## config.mk

```make
export PLATFORM = sky130hd
export DESIGN_NAME = stbs_search_fsm
export DESIGN_NICKNAME = d
export VERILOG_FILES = /design/src/sv/stbs_pkg.sv /design/src/sv/stbs_search_fsm.sv
export SDC_FILE = /design/constraint.sdc
export NUM_CORES = 1
export LEC_CHECK = 0
export BUFFER_PORTS_ARGS = -buffer_cell sky130_fd_sc_hd__buf_2
export CAP_MARGIN = 20
export CORE_MARGIN = 2
export CORE_UTILIZATION = 50
export DETAILED_ROUTE_END_ITERATION = 8
export MAX_ROUTING_LAYER = met4
export PLACE_DENSITY = 0.81
export SLEW_MARGIN = 20
export SYNTH_ARGS = -nofsm -noshare
export SYNTH_HDL_FRONTEND = slang
export SYNTH_SLANG_ARGS = --single-unit
```

## constraint.sdc

```tcl
create_clock -name clk_i -period 3.82 [get_ports clk_i]
set_input_delay 0.191 -clock clk_i [delete_from_list [all_inputs] [get_ports clk_i]]
set_output_delay 0.191 -clock clk_i [all_outputs]
set_load 0.01 [all_outputs]
```

## src/sv/stbs_pkg.sv

```systemverilog
// ----------------------------------------------------------------------------
// stbs_pkg
// Shared constants and types of the sorted table binary search core.
// ----------------------------------------------------------------------------
package stbs_pkg;

  // table geometry
  localparam int unsigned TABLE_DEPTH = 1024;
  localparam int unsigned IDX_W       = $clog2(TABLE_DEPTH);
  localparam int unsigned CNT_W       = 11;
  localparam int unsigned SLOT_W      = 10;
  localparam int unsigned KEY_W       = 32;
  localparam int unsigned POS_W       = 16;

  // item kinds carried in the input tuser
  localparam logic ACT_WRITE  = 1'b0;
  localparam logic ACT_SEARCH = 1'b1;

  // one table entry
  typedef struct packed {
    logic [KEY_W-1:0] key;
    logic [POS_W-1:0] pos;
  } stbs_entry_t;

  // table memory access from the search engine
  typedef struct packed {
    logic              we;
    logic [IDX_W-1:0]  waddr;
    stbs_entry_t       wentry;
    logic              re;
    logic [IDX_W-1:0]  raddr;
  } stbs_ram_req_t;

  // one search result
  typedef struct packed {
    logic              found;
    logic [SLOT_W-1:0] slot;
    logic [POS_W-1:0]  pos;
  } stbs_result_t;

endpackage

```

## src/sv/stbs_search_fsm.sv

```systemverilog
// ----------------------------------------------------------------------------
// stbs_search_fsm
// Takes write and search items, loads the table and runs the binary search,
// one memory read and one compare per probe.
// ----------------------------------------------------------------------------
module stbs_search_fsm import stbs_pkg::*; (
  input  logic              clk_i,
  input  logic              rst_ni,
  input  logic              in_valid_i,
  output logic              in_ready_o,
  input  logic              in_action_i,
  input  logic [SLOT_W-1:0] in_slot_i,
  input  logic [KEY_W-1:0]  in_key_i,
  input  logic [POS_W-1:0]  in_pos_i,
  input  logic [CNT_W-1:0]  count_i,
  output logic              res_valid_o,
  input  logic              res_ready_i,
  output stbs_result_t      res_o,
  output stbs_ram_req_t     ram_req_o,
  input  stbs_entry_t       ram_rdata_i
);

  typedef enum logic [3:0] {
    ST_IDLE  = 4'b0001,
    ST_PROBE = 4'b0010,
    ST_CMP   = 4'b0100,
    ST_DONE  = 4'b1000
  } state_e;

  state_e             state_q, state_d;
  logic [CNT_W-1:0]   lo_q, lo_d;
  logic [CNT_W-1:0]   end_q, end_d;
  logic [CNT_W-1:0]   mid_q, mid_d;
  logic [KEY_W-1:0]   key_q, key_d;
  stbs_result_t       res_q, res_d;

  logic               accept;
  logic [CNT_W-1:0]   span;
  logic [CNT_W-1:0]   mid;
  logic [CNT_W-1:0]   count_clamped;

  assign in_ready_o  = (state_q == ST_IDLE);
  assign accept      = in_valid_i && in_ready_o;
  assign res_valid_o = (state_q == ST_DONE);
  assign res_o       = res_q;

  // count above the table depth searches the whole table
  assign count_clamped = (count_i > CNT_W'(TABLE_DEPTH)) ? CNT_W'(TABLE_DEPTH) : count_i;

  // midpoint of the half-open range [lo, end), rounded down
  assign span = end_q - lo_q - CNT_W'(1);
  assign mid  = lo_q + (span >> 1);

  // table access
  always_comb begin
    ram_req_o.we     = accept && (in_action_i == ACT_WRITE) &&
                       (CNT_W'(in_slot_i) < CNT_W'(TABLE_DEPTH));
    ram_req_o.waddr  = in_slot_i[IDX_W-1:0];
    ram_req_o.wentry = '{key: in_key_i, pos: in_pos_i};
    ram_req_o.re     = (state_q == ST_PROBE) && (lo_q < end_q);
    ram_req_o.raddr  = mid[IDX_W-1:0];
  end

  // search sequencer
  always_comb begin
    state_d = state_q;
    lo_d    = lo_q;
    end_d   = end_q;
    mid_d   = mid_q;
    key_d   = key_q;
    res_d   = res_q;
    unique case (state_q)
      ST_IDLE: begin
        if (accept && (in_action_i == ACT_SEARCH)) begin
          lo_d    = '0;
          end_d   = count_clamped;
          key_d   = in_key_i;
          state_d = ST_PROBE;
        end
      end
      ST_PROBE: begin
        if (lo_q < end_q) begin
          mid_d   = mid;
          state_d = ST_CMP;
        end else begin
          res_d   = '0;
          state_d = ST_DONE;
        end
      end
      ST_CMP: begin
        priority if ($signed(ram_rdata_i.key) == $signed(key_q)) begin
          res_d.found = 1'b1;
          res_d.slot  = SLOT_W'(mid_q);
          res_d.pos   = ram_rdata_i.pos;
          state_d     = ST_DONE;
        end else if ($signed(ram_rdata_i.key) > $signed(key_q)) begin
          end_d   = mid_q;
          state_d = ST_PROBE;
        end else begin
          lo_d    = mid_q + CNT_W'(1);
          state_d = ST_PROBE;
        end
      end
      ST_DONE: begin
        if (res_ready_i) begin
          state_d = ST_IDLE;
        end
      end
      default: begin
        state_d = ST_IDLE;
      end
    endcase
  end

  // control state
  always_ff @(posedge clk_i or negedge rst_ni) begin
    if (!rst_ni) begin
      state_q <= ST_IDLE;
    end else begin
      state_q <= state_d;
    end
  end

  // search registers
  always_ff @(posedge clk_i) begin
    lo_q  <= lo_d;
    end_q <= end_d;
    mid_q <= mid_d;
    key_q <= key_d;
    res_q <= res_d;
  end

endmodule

```

==> flow_summary.html <==
<table>
<tr><th>Metric</th><th>Value</th></tr>
<tr><th colspan="2">Critical path</th></tr>
<tr><td>Crit path launch</td><td>lo_q[1]</td></tr>
<tr><td>Crit. End Element</td><td>primary output</td></tr>
<tr><td>Worst Path Max Fanout</td><td>5</td></tr>
<tr><td>Critical path class</td><td>reg2out</td></tr>
<tr><td>Kind of launch point of the worst setup path</td><td>flop</td></tr>
<tr><td>Worst reg2reg path startpoint</td><td>lo_q[1]</td></tr>
<tr><td>Crit path DAT</td><td>~3400 ps</td></tr>
<tr><td>Required time at the worst-slack endpoint</td><td>3630 ps</td></tr>
<tr><th colspan="2">Pwr</th></tr>
<tr><td>Reported leakage power</td><td>between 3 and 4 nW</td></tr>
<tr><td>Sw Ratio</td><td>28.4%</td></tr>
<tr><td>Part of the total power dissipated in the clock network</td><td>32.0%</td></tr>
<tr><td>Sequential Power Share</td><td>a little over two fifths</td></tr>
<tr><td>P_int</td><td>2.13 mW</td></tr>
<tr><td>Total power</td><td>a little under 3 mW</td></tr>
<tr><td>Net switching component of the power</td><td>0.842 mW</td></tr>
<tr><td>Portion of total power attributed to combinational logic</td><td>25.1%</td></tr>
<tr><td>Max IR drop VDD</td><td>325 µV</td></tr>
<tr><td>Power Density</td><td>435 nW/µm²</td></tr>
<tr><th colspan="2">Synth</th></tr>
<tr><td>Post-Synthesis Cells</td><td>535</td></tr>
<tr><td>Register bit count reported by yosys</td><td>96</td></tr>
<tr><td>Share of synthesized flip-flops with an asynchronous set or reset</td><td>4.17%</td></tr>
<tr><td>Largest cells by area after synthesis</td><td>edfxtp_1, ha_1, buf_4</td></tr>
<tr><td>Count of cell types in the netlist</td><td>48</td></tr>
<tr><td>Net count after synthesis</td><td>722</td></tr>
<tr><td>Area of the mapped netlist</td><td>5940 µm²</td></tr>
<tr><td>Sequential share of the synthesized area</td><td>roughly 48%</td></tr>
<tr><td>Synthesis warning total</td><td>0</td></tr>
<tr><td>Most used standard cell by instance count after synthesis</td><td>edfxtp_1</td></tr>
<tr><td>Number of enable-type register cells in the synthesized netlist</td><td>92</td></tr>
<tr><td>Prevailing post-synth register cell</td><td>edfxtp_1</td></tr>
<tr><td>Synth top cells by count</td><td>edfxtp_1, buf_4, ha_1</td></tr>
<tr><td>Mean Syn Cell Area</td><td>11.1 µm²</td></tr>
<tr><td>Post-synthesis cell type with the largest combined area</td><td>edfxtp_1</td></tr>
<tr><td>Proportion of netlist area held by the largest area contributor</td><td>roughly 47%</td></tr>
<tr><th colspan="2">Global routing</th></tr>
<tr><td>Via count of the first global-routing pass</td><td>4,347</td></tr>
<tr><td>Maximum number of pins on one net before global-route repair</td><td>35</td></tr>
<tr><td>Antenna violations before repair</td><td>0</td></tr>
<tr><td>GRT Residual Overflow</td><td>0</td></tr>
<tr><td>First-pass GRT wire length</td><td>20,300 µm</td></tr>
<tr><td>Global-route total usage across every layer</td><td>20.7%</td></tr>
<tr><th colspan="2">Routing</th></tr>
<tr><td>Antenna-violating nets left</td><td>0</td></tr>
<tr><td>Routed length per instance</td><td>between 15 and 20 µm</td></tr>
<tr><td>Number of vias per cell after detailed routing</td><td>5.39</td></tr>
<tr><td>Number of DRC violations after detailed-routing iteration 0</td><td>256</td></tr>
<tr><td>Total Routed Length</td><td>13,000 µm</td></tr>
<tr><td>Drt drc</td><td>11</td></tr>
<tr><td>1st-pass router iterations</td><td>6</td></tr>
<tr><td>Total via count after detailed routing</td><td>4,282</td></tr>
<tr><th colspan="2">Hold path</th></tr>
<tr><td>Tightest Hold Check Type</td><td>in2reg</td></tr>
<tr><td>Worst hold start</td><td>in_key_i[20]</td></tr>
<tr><th colspan="2">Timing</th></tr>
<tr><td>Final Hold Vio Count</td><td>0</td></tr>
<tr><td>Worst slew slack as a fraction of its limit</td><td>51.8%</td></tr>
<tr><td>Total setup violations reported at the end of the flow</td><td>0</td></tr>
<tr><td>Min Tclk post-route</td><td>3630 ps</td></tr>
<tr><td>Pins over their slew limit</td><td>0</td></tr>
<tr><td>Fin crit share</td><td>95.1%</td></tr>
<tr><td>Setup repair after global routing missed its margin</td><td>false</td></tr>
<tr><td>Transition time at the pin with the least slew margin</td><td>704 ps</td></tr>
<tr><td>Peak Freq</td><td>approximately 0.28 GHz</td></tr>
<tr><td>Setup TNS</td><td>0 ps</td></tr>
<tr><td>Setup skew after layout</td><td>just under 10 ps</td></tr>
<tr><th colspan="2">Placement</th></tr>
<tr><td>Detailed placer's ending HPWL</td><td>9990 µm</td></tr>
<tr><td>Final Wtd Congestion</td><td>0.913</td></tr>
<tr><td>IO Port Bufs</td><td>168</td></tr>
<tr><th colspan="2">Clocking</th></tr>
<tr><td>Post-CTS clock slew at the launch and capture registers of the worst setup and hold paths</td><td>70 ps</td></tr>
<tr><td>Clk buf depth</td><td>2</td></tr>
<tr><td>Cell chosen for the clock root</td><td>clkbuf_16</td></tr>
<tr><td># clock sinks</td><td>96</td></tr>
<tr><td>Number of buffers inserted during clock tree synthesis</td><td>9</td></tr>
<tr><td>Clock latency at the later pin of the worst-skew pair</td><td>340 ps</td></tr>
<tr><td>CTS tree</td><td>built</td></tr>
<tr><td>Level count of the clock H-tree</td><td>3</td></tr>
<tr><th colspan="2">Flow run</th></tr>
<tr><td>Max-cap violations</td><td>0</td></tr>
<tr><th colspan="2">Finish</th></tr>
<tr><td>Sequential cell area</td><td>2860 µm²</td></tr>
<tr><td>Count of fill cells added during filler insertion</td><td>913</td></tr>
<tr><td>Area grow syn2layout</td><td>15.1%</td></tr>
<tr><td># diodes</td><td>0</td></tr>
<tr><td>NumNets Final</td><td>834</td></tr>
<tr><td>Fraction of layout instances using a drive strength above 1</td><td>31.4%</td></tr>
<tr><td>Multi-input gate area</td><td>2350 µm²</td></tr>
<tr><th colspan="2">Die</th></tr>
<tr><td>Number of I/O pins</td><td>221</td></tr>
<tr><td>Initial core utilization</td><td>roughly half</td></tr>
<tr><td>Die X</td><td>113 µm</td></tr>
<tr><td>Full die area</td><td>12,800 µm²</td></tr>
<tr><td>Number of placement rows</td><td>39</td></tr>
<tr><td>Core region area</td><td>around 12,000 µm²</td></tr>
<tr><td>Overall die height</td><td>~110 µm</td></tr>
<tr><th colspan="2">Run status</th></tr>
<tr><td>Run status</td><td>complete, but fails checks</td></tr>
<tr><td>Failing checks</td><td>design-rule violations</td></tr>
</table>
==> registers in the layout, summed over array words and instances, names as in the netlist <==
register,flops
mid_q,11
res_o,27
state_q,4
key_q,32
lo_q,11
end_q,11
==> per-layer routing <==
| metal | vias to the layer above | part of all wire (%) | track usage, % |
|---|---|---|---|
| met3 | 41 | 5.3 | 3.54 |
| li1 | 2041 | - | - |
| met5 | - | 0 | - |
| met4 | 0 | 3.1 | 9.35 |
| met2 | 181 | 52 | 35.3 |
| met1 | 2019 | 40 | 24.0 |
==> cells in the final DEF, fill, tap and decap left out, types with 3 or more instances in the layout <==
cell type,Yosys,routed
a21o_1,19,19
a21oi_1,25,24
a21oi_2,3,4
and2_1,27,27
and3_1,5,5
buf_2,0,168
buf_4,68,5
clkbuf_16,0,9
dfrtp_1,3,3
edfxtp_1,92,92
ha_1,63,63
inv_1,62,62
nand2_1,19,19
nand3_1,15,15
nand4_1,9,9
nor2_1,28,27
nor2b_1,3,3
nor3_1,10,8
nor4_1,5,5
o211ai_1,4,4
o21ai_0,6,6
o21ai_1,3,3
o21bai_1,3,3
xnor2_1,16,16
xor2_1,9,9
==> cell type report <==
class / count / area share, %
clock buffers: 9 / 3.30
clock inverters: 7 / 1.41
inverters: 62 / 3.41
multi-input cells: 304 / 34.4
flip-flops and latches: 96 / 41.9
well taps: 143 / 2.62
repair buffers: 174 / 13.0
==> metrics by stage <==
stage	area, µm²	setup WS, ps	instances	util, %	hold WS [ps]
CTS	6790	81.9	793	58.9	27.2
floorplan	5940	630	535	-	-105
global route	6830	19.9	795	59.3	24.0
global placement	6450	582	776	56.0	-2.25
detailed placement	6450	475	776	56.0	-1.88
finish	6830	188	795	59.3	39.0
==> timing repair <==
item	CTS	global route
setup buffers	0	2
hold buffers	1	0
hold endpoints to repair	4	0
resized for setup	0	6
endpoints found under the setup margin	0	2
==> cell families (layout without fill, tap and decap cells) <==
family | after synthesis | count (layout) | synth area share (%)
flops | 96 | 96 | 48.2
fa+ha+maj | 65 | 65 | 13.9
xor+xnor | 25 | 25 | 3.69
buf+inv | 135 | 252 | 12.8
mux | 1 | 1 | 0.169
simple gates | 133 | 133 | 12.1
compound gates | 80 | 80 | 9.08
==> critical path, cell delays in order (launching register included) <==
cell and delay, ps:
edfxtp_1 500, fa_1 490, inv_1 70, a21o_1 120, a21oi_2 80, a2bb2oi_2 190
nor2b_1 150, xnor2_1 140, ha_1 360, nor3_2 170, nor2_1 80, a31o_1 220
a21oi_1 170, xnor2_1 170, buf_2 190
==> final timing paths <==
| path | endpoint | slack [ps] | cells after the start |
|---|---|---|---|
| worst max-delay path | ram_req_o[9] | 190 | 14 |
| worst min-delay path | key_q[20] | 40 | 1 |
| worst max register to register | mid_q[10] | 630 | 10 |
| worst min register to register | end_q[10] | 610 | 2 |
| max in group asynchronous | state_q[0] | 3430 | 2 |
| min in group asynchronous | state_q[1] | 190 | 2 |
==> power by group through the flow <==
stage | Combinational, mW | Sequential (mW) | Clock [mW]
2_1_floorplan | 0.580 | 1.29 | 0
3_3_place_gp | 0.689 | 1.29 | 0
3_5_place_dp | 0.712 | 1.30 | 0
4_1_cts | 0.726 | 1.27 | 0.967
5_1_grt | 0.809 | 1.28 | 1.00
6_report | 0.746 | 1.27 | 0.950
No activity file was read; power rests on OpenSTA's default activity.
